`src/kml_ram.sv`:
```
`default_nettype none
module kml_ram #(
  parameter int unsigned WIDTH = 8,
  parameter int unsigned DEPTH = 16
) (
  input  wire logic                     clk_i,
  input  wire logic                     we_i,
  input  wire logic [$clog2(DEPTH)-1:0] waddr_i,
  input  wire logic [WIDTH-1:0]         wdata_i,
  input  wire logic [$clog2(DEPTH)-1:0] raddr_i,
  output      logic [WIDTH-1:0]         rdata_o
);

  logic [WIDTH-1:0] mem [DEPTH];

  always_ff @(posedge clk_i) begin
    if (we_i) begin
      mem[waddr_i] <= wdata_i;
    end
    rdata_o <= mem[raddr_i];
  end

endmodule
`default_nettype wire

```
`config.mk`:
```
export PLATFORM = sky130hd
export DESIGN_NAME = kml_ram
export DESIGN_NICKNAME = d
export VERILOG_FILES = /design/src/kml_ram.sv
export SDC_FILE = /design/constraint.sdc
export NUM_CORES = 1
export LEC_CHECK = 0
export ABC_AREA = 1
export BUFFER_PORTS_ARGS = -buffer_cell sky130_fd_sc_hd__buf_4
export CAP_MARGIN = 20
export CELL_PAD_IN_SITES_DETAIL_PLACEMENT = 0
export CELL_PAD_IN_SITES_GLOBAL_PLACEMENT = 1
export CORE_ASPECT_RATIO = 1.25
export CORE_MARGIN = 8
export CORE_UTILIZATION = 44
export DETAILED_ROUTE_END_ITERATION = 10
export PLACE_DENSITY_LB_ADDON = 0.1
export SLEW_MARGIN = 40
export SYNTH_ARGS = -nofsm -noshare
export SYNTH_HDL_FRONTEND = slang
export SYNTH_SLANG_ARGS = --single-unit
```
`constraint.sdc`:
```
create_clock -name clk_i -period 1.3 [get_ports clk_i]
set_clock_uncertainty 0.2 [all_clocks]
set_input_delay 0.13 -clock clk_i [delete_from_list [all_inputs] [get_ports clk_i]]
set_output_delay 0.13 -clock clk_i [all_outputs]
set_load 0.02 [all_outputs]
```
==> summary.md <==
| Metric | Value |
|---|---|
| Post-Place Worst Slack | -0.119 ns |
| Die Span Y | 144 um |
| Buf+Inv Stages, Crit Path | 1 |
| Clock tree from TritonCTS | done |
| Most Used Layer, Global Route | met2 |
| Number of setup violations in the final report | 0 |
| Die outline area | 17000 um^2 |
| Via count | 3723 |
| Clk buf depth | 2 |
| Multi-input logic area | 1220 um^2 |
| Number of clock sinks | 136 |
| Period minus WS final | 1.22 ns |
| Final routed wirelength across all metal layers | 13300 um |
| Final total negative setup slack | 0 ns |
| Final period utilization | 94.1% |
| Wire length of the first global-routing pass | 21400 um |
| Peak VDD IR | 0.825 mV |
| Setup repair after global routing missed its margin | false |
| Number of filler instances in the final layout | 1168 |
| Post-route design area | 6970 um^2 |
| Post-layout total power | 10.5 mW |
| Vias in the first global route | 3870 |
| Overall routing resource usage | 17.0% |
| Post-synthesis net count | 569 |
| Maximum number of pins on one net before global-route repair | 36 |
| Status | finished clean |
| Launch point of the worst reg-to-reg path | mem[7][3]$_DFFE_PP_ |
| Worst setup SP type | flip-flop |
| Final Max Slew Viols | 0 |
| Smallest setup slack after layout | 0.0768 ns |
| Highest fanout seen on the critical path | 1 |
| Share of final-layout standard cells stronger than drive strength 1 | 13.7% |
| CP cell instances | buf_4 |
| Power per Cell Area | 1510 nW/um^2 |
| Path category of the worst min-delay check | primary input to flip-flop |
| TritonCTS Buffers | 17 |
| Number of DRC violations after detailed routing | 0 |
| Grt total ovfl | 0 |
| Hold path startpoint | raddr_i[2] |
| Number of distinct library cells after synthesis | 12 |
| Maximum achievable frequency | 818 MHz |
| Kind of capture point of the worst setup path | primary output |
| Max-Slew Margin vs Limit | 78.2% |
| Path type of the worst setup path | flip-flop to primary output |
| Leak pwr | 3.03 nW |
| Met1 Usage GRT | 20.3% |
| GP Congestion | 0.746 |
| Post-detailed-route via-to-cell ratio | 4.72 |
| WL per Instance | 16.9 um |
| Seq cells post-synth | 136 |
| Number of max-cap violations | 0 |
| Storage cell area | 4000 um^2 |
| Family with the most delay on the worst path | flip-flops |
| Clock transition at the register clock pins on the worst setup and hold paths after CTS | 0.06 ns |
| Floorplan row count | 46 |
| Critical path data required time | 0.97 ns |
| # H-tree levels | 4 |
| Antenna violations before repair | 0 |
| Count of final hold-check violations | 0 |
| Die Width | 118 um |
| Library cell used as clock root buffer | clkbuf_16 |
| Area of the mapped netlist | 5770 um^2 |
| Final Core Density | 54.8% |
| I/O pin count | 26 |
| Effective utilization at floorplan | 45.3% |
| Std-Cell Core Area | 12700 um^2 |
| Later-pin clock latency in the skew report | 0.42 ns |
| Hold slack final | 0.00463 ns |
| Avg Inst Size Synth | 10.5 um^2 |
| Met2 usage | 29.5% |
| Layout Nets | 625 |
| Largest incremental delay on the critical path | 0.33 ns |
| Iter 0 DRT Violations | 196 |
| Arrival time at the worst endpoint | 0.89 ns |
| Critical Path Source | rdata_o[1]$_DFF_P_ |
| First drt pass iteration count | 4 |
| Filler-free cell count of the finished design | 788 |
| Slowest stage cell on the critical path | dfxtp_1 |
| Cell count after synthesis | 551 |
| Instance count after placement with tap cells included | 747 |
| Antenna diodes | 0 |
| Remaining antenna violation count | 0 |
| Sequential area share after synthesis | 69.4% |
| Total number of yosys warnings | 0 |
| Standard cell area after detailed placement | 6260 um^2 |
| Worst Tran Pin Value | 0.327 ns |
| Synthesis-to-layout area growth | 20.8% |
| Post-CTS setup buffers | 0 |
| Global Route met3 Usage | 3.67% |
| HPWL after detailed placement | 8560 um |
| Port Buffers | 25 |
state kept, by name, indices dropped and copies added (netlist names):
register / cells
mem: 128
rdata_o: 8
area by class of cell:
cell class / instances / share of cell area [%]
Tap cell: 168 / 3.02
Multi-Input combinational cell: 289 / 17.5
Clock buffer: 23 / 6.86
Sequential cell: 136 / 57.5
Timing Repair Buffer: 61 / 7.85
Clock inverter: 9 / 1.78
Inverter: 102 / 5.55
synth_stat cells:
library cell / instances / area share [%]
inv_2: 2 / 0.13
buf_2: 13 / 1.1
nand3b_1: 2 / 0.26
buf_6: 6 / 1.2
buf_1: 1 / 0.065
edfxtp_1: 128 / 67
buf_4: 4 / 0.52
dfxtp_1: 8 / 2.8
inv_1: 100 / 6.5
nand2_1: 173 / 11
nor2_1: 17 / 1.1
nand3_1: 97 / 8.4
metal layers:
metal / vias up / part of all wire (%)
li1: 1883 / -
met1: 1733 / 43
met2: 94 / 50
met3: 13 / 5.2
met4: 0 / 1.7
met5: - / 0
cells by family (layout without fill, tap and decap cells):
group | count (synthesis) | in the layout | share of synthesized area (%)
simple gates | 289 | 289 | 21.0
flops | 136 | 136 | 69.4
buf+inv | 126 | 195 | 9.52
cell usage in the layout, fill, tap and decap left out:
master	n
nor2_1	17
nand2_1	173
clkbuf_16	17
nand3_1	96
nand3b_1	2
clkinvlp_4	1
inv_1	99
dfxtp_1	8
clkinv_4	1
clkbuf_1	3
clkbuf_8	3
buf_12	5
inv_2	2
buf_4	46
bufinv_16	3
edfxtp_1	128
clkinv_2	5
dlygate4sd3_1	9
buf_6	1
nand3_2	1
where the power goes:
| group | leakage, nW | switching (mW) | total (mW) | internal, mW |
|---|---|---|---|---|
| combinational | 1.51 | 0.462 | 0.717 | 0.255 |
| clock | 0.301 | 1.70 | 4.85 | 3.15 |
| sequential | 1.22 | 0.0276 | 4.93 | 4.90 |
| total | 3.03 | 2.19 | 10.5 | 8.31 |
final timing paths:
kind	endpoint	slack [ns]	depth (start not counted)
max	rdata_o[1]	0.08	1
min	rdata_o[1]$_DFF_P_	0.005	5
min reg2reg	rdata_o[1]$_DFF_P_	0.46	6
max reg2reg	rdata_o[3]$_DFF_P_	0.10	6
what timing repair did:
item | 4_1_cts | 5_1_grt
hold endpoints to repair | 136 | 0
hold buffers | 9 | 0
setup endpoints to repair | 0 | 2
gates resized for setup | 0 | 3
No activity file was read; power rests on OpenSTA's default activity.
