`config.mk`:
```
export PLATFORM = sky130hd
export DESIGN_NAME = kml_div
export DESIGN_NICKNAME = d
export VERILOG_FILES = /design/src/kml_div.sv
export SDC_FILE = /design/constraint.sdc
export NUM_CORES = 1
export LEC_CHECK = 0
export ABC_AREA = 1
export BUFFER_PORTS_ARGS = -buffer_cell sky130_fd_sc_hd__buf_4
export CORE_MARGIN = 2
export CORE_UTILIZATION = 49
export CTS_BUF_LIST = sky130_fd_sc_hd__clkbuf_16
export CTS_CLUSTER_SIZE = 28
export DETAILED_ROUTE_END_ITERATION = 8
export PLACE_DENSITY = 0.71
export SYNTH_ARGS = -nofsm -noshare
export SYNTH_HDL_FRONTEND = slang
export SYNTH_SLANG_ARGS = --single-unit
```
`constraint.sdc`:
```
create_clock -name clk_i -period 3.1 [get_ports clk_i]
set_input_delay 0 -clock clk_i [delete_from_list [all_inputs] [get_ports clk_i]]
set_output_delay 0 -clock clk_i [all_outputs]
set_load 0.01 [all_outputs]
```
`src/kml_div.sv`:
```
`default_nettype none
module kml_div #(
  parameter int unsigned SUM_W = 34,
  parameter int unsigned CNT_W = 11
) (
  input  wire logic                    clk_i,
  input  wire logic                    rst_ni,
  input  wire logic                    start_i,
  input  wire logic signed [SUM_W-1:0] dividend_i,
  input  wire logic [CNT_W-1:0]        divisor_i,
  output      logic                    done_o,
  output      logic signed [SUM_W-1:0] quotient_o
);

  localparam int unsigned STEP_W = $clog2(SUM_W + 1);

  logic              busy_q, busy_d, done_q, done_d, neg_q, neg_d;
  logic [STEP_W-1:0] step_q, step_d;
  logic [CNT_W-1:0]  rem_q, rem_d, div_q, div_d;
  logic [SUM_W-1:0]  quo_q, quo_d;
  logic [CNT_W:0]    trial;

  always_comb begin
    busy_d = busy_q;
    done_d = 1'b0;
    neg_d  = neg_q;
    step_d = step_q;
    rem_d  = rem_q;
    div_d  = div_q;
    quo_d  = quo_q;
    trial  = {rem_q, quo_q[SUM_W-1]};
    if (start_i) begin
      busy_d = 1'b1;
      neg_d  = dividend_i[SUM_W-1];
      quo_d  = dividend_i[SUM_W-1] ? SUM_W'(-dividend_i) : SUM_W'(dividend_i);
      rem_d  = '0;
      div_d  = divisor_i;
      step_d = STEP_W'(SUM_W);
    end else if (busy_q) begin
      if (trial >= {1'b0, div_q}) begin
        rem_d = CNT_W'(trial - {1'b0, div_q});
        quo_d = {quo_q[SUM_W-2:0], 1'b1};
      end else begin
        rem_d = trial[CNT_W-1:0];
        quo_d = {quo_q[SUM_W-2:0], 1'b0};
      end
      step_d = step_q - 1'b1;
      if (step_q == STEP_W'(1)) begin
        busy_d = 1'b0;
        done_d = 1'b1;
      end
    end
  end

  always_ff @(posedge clk_i or negedge rst_ni) begin
    if (!rst_ni) begin
      busy_q <= 1'b0;
      done_q <= 1'b0;
      step_q <= '0;
    end else begin
      busy_q <= busy_d;
      done_q <= done_d;
      step_q <= step_d;
    end
  end

  always_ff @(posedge clk_i) begin
    neg_q <= neg_d;
    rem_q <= rem_d;
    div_q <= div_d;
    quo_q <= quo_d;
  end

  assign done_o     = done_q;
  assign quotient_o = neg_q ? -signed'(quo_q) : signed'(quo_q);

endmodule
`default_nettype wire

```
==> out/results.md <==
## Yosys
* **post-synthesis average cell area** 6.76 um2
* **flip-flop and latch count after synthesis** 65
* **top post-synthesis cells by area** edfxtp_1 (27%), nand2_1 (16%), nand3_1 (7.9%), inv_1 (6.8%), nor2_1 (6.6%)
* **yosys warns** 0
* **area of the mapped netlist** 5170 um2
* **most frequently used flop master after synthesis** edfxtp_1
* **Async SR Flop Fraction** 0.123
* **Cells after Synth** 765
* **count of cell types in the netlist** 38
* **sequential cell area fraction in the yosys report** 0.348
* **Post-Synthesis Net Count** 829
* **share of Yosys cell area claimed by the top area cell type** 0.267
* **number of synthesized flops with an enable pin** 46
* **library cell occupying the most area in the post-synthesis netlist** edfxtp_1

## Worst setup path
* **sequence of cells on the critical path** inv_1 -> ha_1 -> nand3_1 -> nor2_1 -> nand3_1 -> nand2_1 -> o21ai_1 -> xor2_1 -> buf_4
* **startpoint-to-endpoint class of the critical path** flop to output pin
* **Data arrival, critical path** 2.47 ns
* **data required time at the worst endpoint** 3.10 ns
* **worst flop-to-flop path startpoint** quo_q[33]
* **setup slack of the worst register-to-register path** 0.75 ns
* **Worst path max stage delay** 0.44 ns
* **Worst path most repeated cell** nand3_1
* **Worst Setup SP** quo_q[0]
* **category of the worst setup path launch point** flop
* **Slowest cell on crit path** edfxtp_1
* **Setup crit end kind** output pin
* **highest net fanout along the worst path** 5

## Floorplanning
* **Core ar.** 10300 um2
* **die outline width** 107 um
* **height of the die** 107 um
* **initial core utilization** 0.503
* **row cnt** 37
* **I/O Pins** 83
* **Die Outline Area** 11400 um2

## STA
* **Max transition margin** 0.462
* **period utilization** 0.798
* **number of max-slew violations in the final report** 0
* **setup tns final** 0 ns
* **measured slew at the worst slew-check pin** 0.805 ns
* **clock period minus worst slack** 2.47 ns
* **worst hold-check slack** 0.0188 ns
* **Max Clk Rate** 0.404 GHz
* **count of endpoints failing setup in the final report** 0
* **RSZ-0062 raised after global routing** false
* **final worst setup slack** 0.626 ns
* **skew final** 0.00620 ns
* **Final Hold Violating Endpoints** 0

## Drt
* **Final ANT Viol Nets** 0
* **vias per cell** 5.29
* **DRC marker count from the first detailed-route iteration** 347
* **average wire per cell in the routed design** 14.4 um
* **via count** 5262
* **Remaining DRCs** 0
* **total routed wirelength** 14300 um
* **DRT Pass-1 Iters** 6

## CTS
* **# resized after CTS** 0
* **Clock Root Buffer** clkbuf_16
* **deepest clock path buffer count** 2
* **clock transition at the register clock pins on the worst setup and hold paths after CTS** 0.05 ns
* **CTS H-Tree Depth** 3
* **source-to-sink clock delay at the later pin of the worst-skew pair** 0.33 ns
* **CTS Buf Count** 9
* **Sink Count** 65
* **TritonCTS clock tree** yes

## Hold path
* **hold crit path type** input pin to asynchronous set/reset pin

## GRT
* **GRT Overall Usage** 0.262
* **met1 capacity usage during global routing** 0.326
* **via count of the first global-routing pass** 4964
* **global-route wire length before repair** 23400 um
* **grt ovf** 0
* **antenna violations before repair** 0
* **met2 global-route usage** 0.467
* **grt met3 use** 0.0322
* **pin count of the biggest net entering global routing** 55
* **most heavily used metal layer in global routing** met2

## Layout
* **most frequent cells in the layout** nand2_1 (214), inv_1 (97), nor2_1 (91), buf_4 (85), nand3_1 (82)
* **Reg area** 1800 um2
* **relative area change from synthesis to final layout** 22.2%
* **multi-input logic area** 2900 um2
* **Post-Layout Inst Area** 6320 um2
* **ant diodes** 0
* **final cell count without fillers** 995
* **final net count** 918
* **layout cells sized above 1** 0.130
* **most frequent standard cell in the layout excluding fill and tap cells** nand2_1
* **number of fill cells in the layout** 977

## Power and ir drop
* **switching component of the power** 1.42 mW
* **clock network power share** 0.273
* **total internal power** 2.39 mW
* **cell leakage power** 3.04 nW
* **Max VDD drop** 274 uV
* **pwr dens** 602 nW/um2
* **relative contribution of sequential cells to total power** 0.326
* **switching power share of the total** 0.372
* **Logic pwr share** 0.401

## Placed design
* **total half-perimeter wirelength after legalization and detailed placement** 11100 um
* **cell area reported after detailed placement** 5900 um2
* **PortBufs** 82
* **number of placed instances, taps included** 967
* **Routability Congestion** 0.992
* **pre-CTS setup slack** 0.790 ns

## Outcome
* **status** complete, no violations

## Flow run
* **number of maximum-capacitance constraint violations** 0

==> path summary, 6_finish.rpt <==
kind | cells past startpoint | endpoint
setup / recovery | 9 | quotient_o[20]
hold / removal | 2 | step_q[0]
setup reg to reg | 11 | rem_q[4]
hold reg to reg | 2 | rem_q[1]
max in group asynchronous | 2 | step_q[3]
min in group clk_i | 3 | quo_q[4]
==> Yosys cell counts (2+ instances only) <==
cell and n:
nand3_2 3, clkbuf_1 13, dfxtp_1 11, nand4_1 26
xnor2_1 11, nor2_1 91, or2_1 2, o21ai_1 22
xor2_1 30, nor3_1 6, o22ai_1 5, clkinv_1 2
nor2_2 3, o31ai_1 2, inv_1 94, o21ai_0 41
a21boi_0 2, buf_2 3, nand2_1 214, a21oi_1 13
nand3b_1 2, inv_2 6, nand3_1 82, edfxtp_1 46
ha_1 15, dfrtp_1 8
==> routing by layer <==
metal | wire length [um] | share of wire
met1 | 6170 | 0.43
met2 | 7270 | 0.51
met3 | 605 | 0.042
met4 | 246 | 0.017
met5 | 0 | 0
==> registers in the layout (all words and copies together) (netlist names) <==
signal  cells
div_q      11
step_q      6
rem_q      11
neg_q       1
busy_q      1
done_o      1
quo_q      34
==> power groups by stage <==
stage / Combinational (mW) / Clock [mW] / Sequential, mW
after floorplan: 1.09 / 0 / 1.20
after global placement: 1.48 / 0 / 1.25
after detailed placement: 1.50 / 0 / 1.25
after CTS: 1.52 / 1.05 / 1.23
after global routing: 1.71 / 1.08 / 1.26
final: 1.53 / 1.04 / 1.24
==> critical path, delay by kind of cell (launching register included) <==
family	cells	cell delay, ns
flops	1	0.44
buf+inv	2	0.29
simple gates	4	0.83
compound gates	1	0.14
fa+ha+maj	1	0.22
xor+xnor	1	0.23
==> stage by stage <==
stage | utilization | power (mW)
finish | 0.615 | 3.80
global route | 0.615 | 4.06
CTS | 0.615 | 3.81
detailed placement | 0.574 | 2.75
global placement | 0.574 | 2.73
floorplan | - | 2.29
==> final cells by class <==
class,instances,area share
flip-flops and latches,65,0.285
inverters,102,0.0606
well taps,136,0.0269
repair buffers,97,0.120
multi-input cells,579,0.459
clock buffers,9,0.0356
clock inverters,7,0.0125
==> kinds of logic after synthesis <==
logic type                 after synthesis  share of synthesized area
buffers and inverters                  121                     0.0907
and+or+nand+nor                        434                      0.362
xor gates and xnor gates                41                     0.0694
DFF                                     65                      0.348
adders and majority gates               16                     0.0401
AOI/OAI and AO/OA                       88                     0.0897
==> repair_timing <==
action	CTS	global route
setup buffers	0	0
hold endpoints to repair	19	0
hold buffers	12	0
Power figures use the tool's default switching activity.
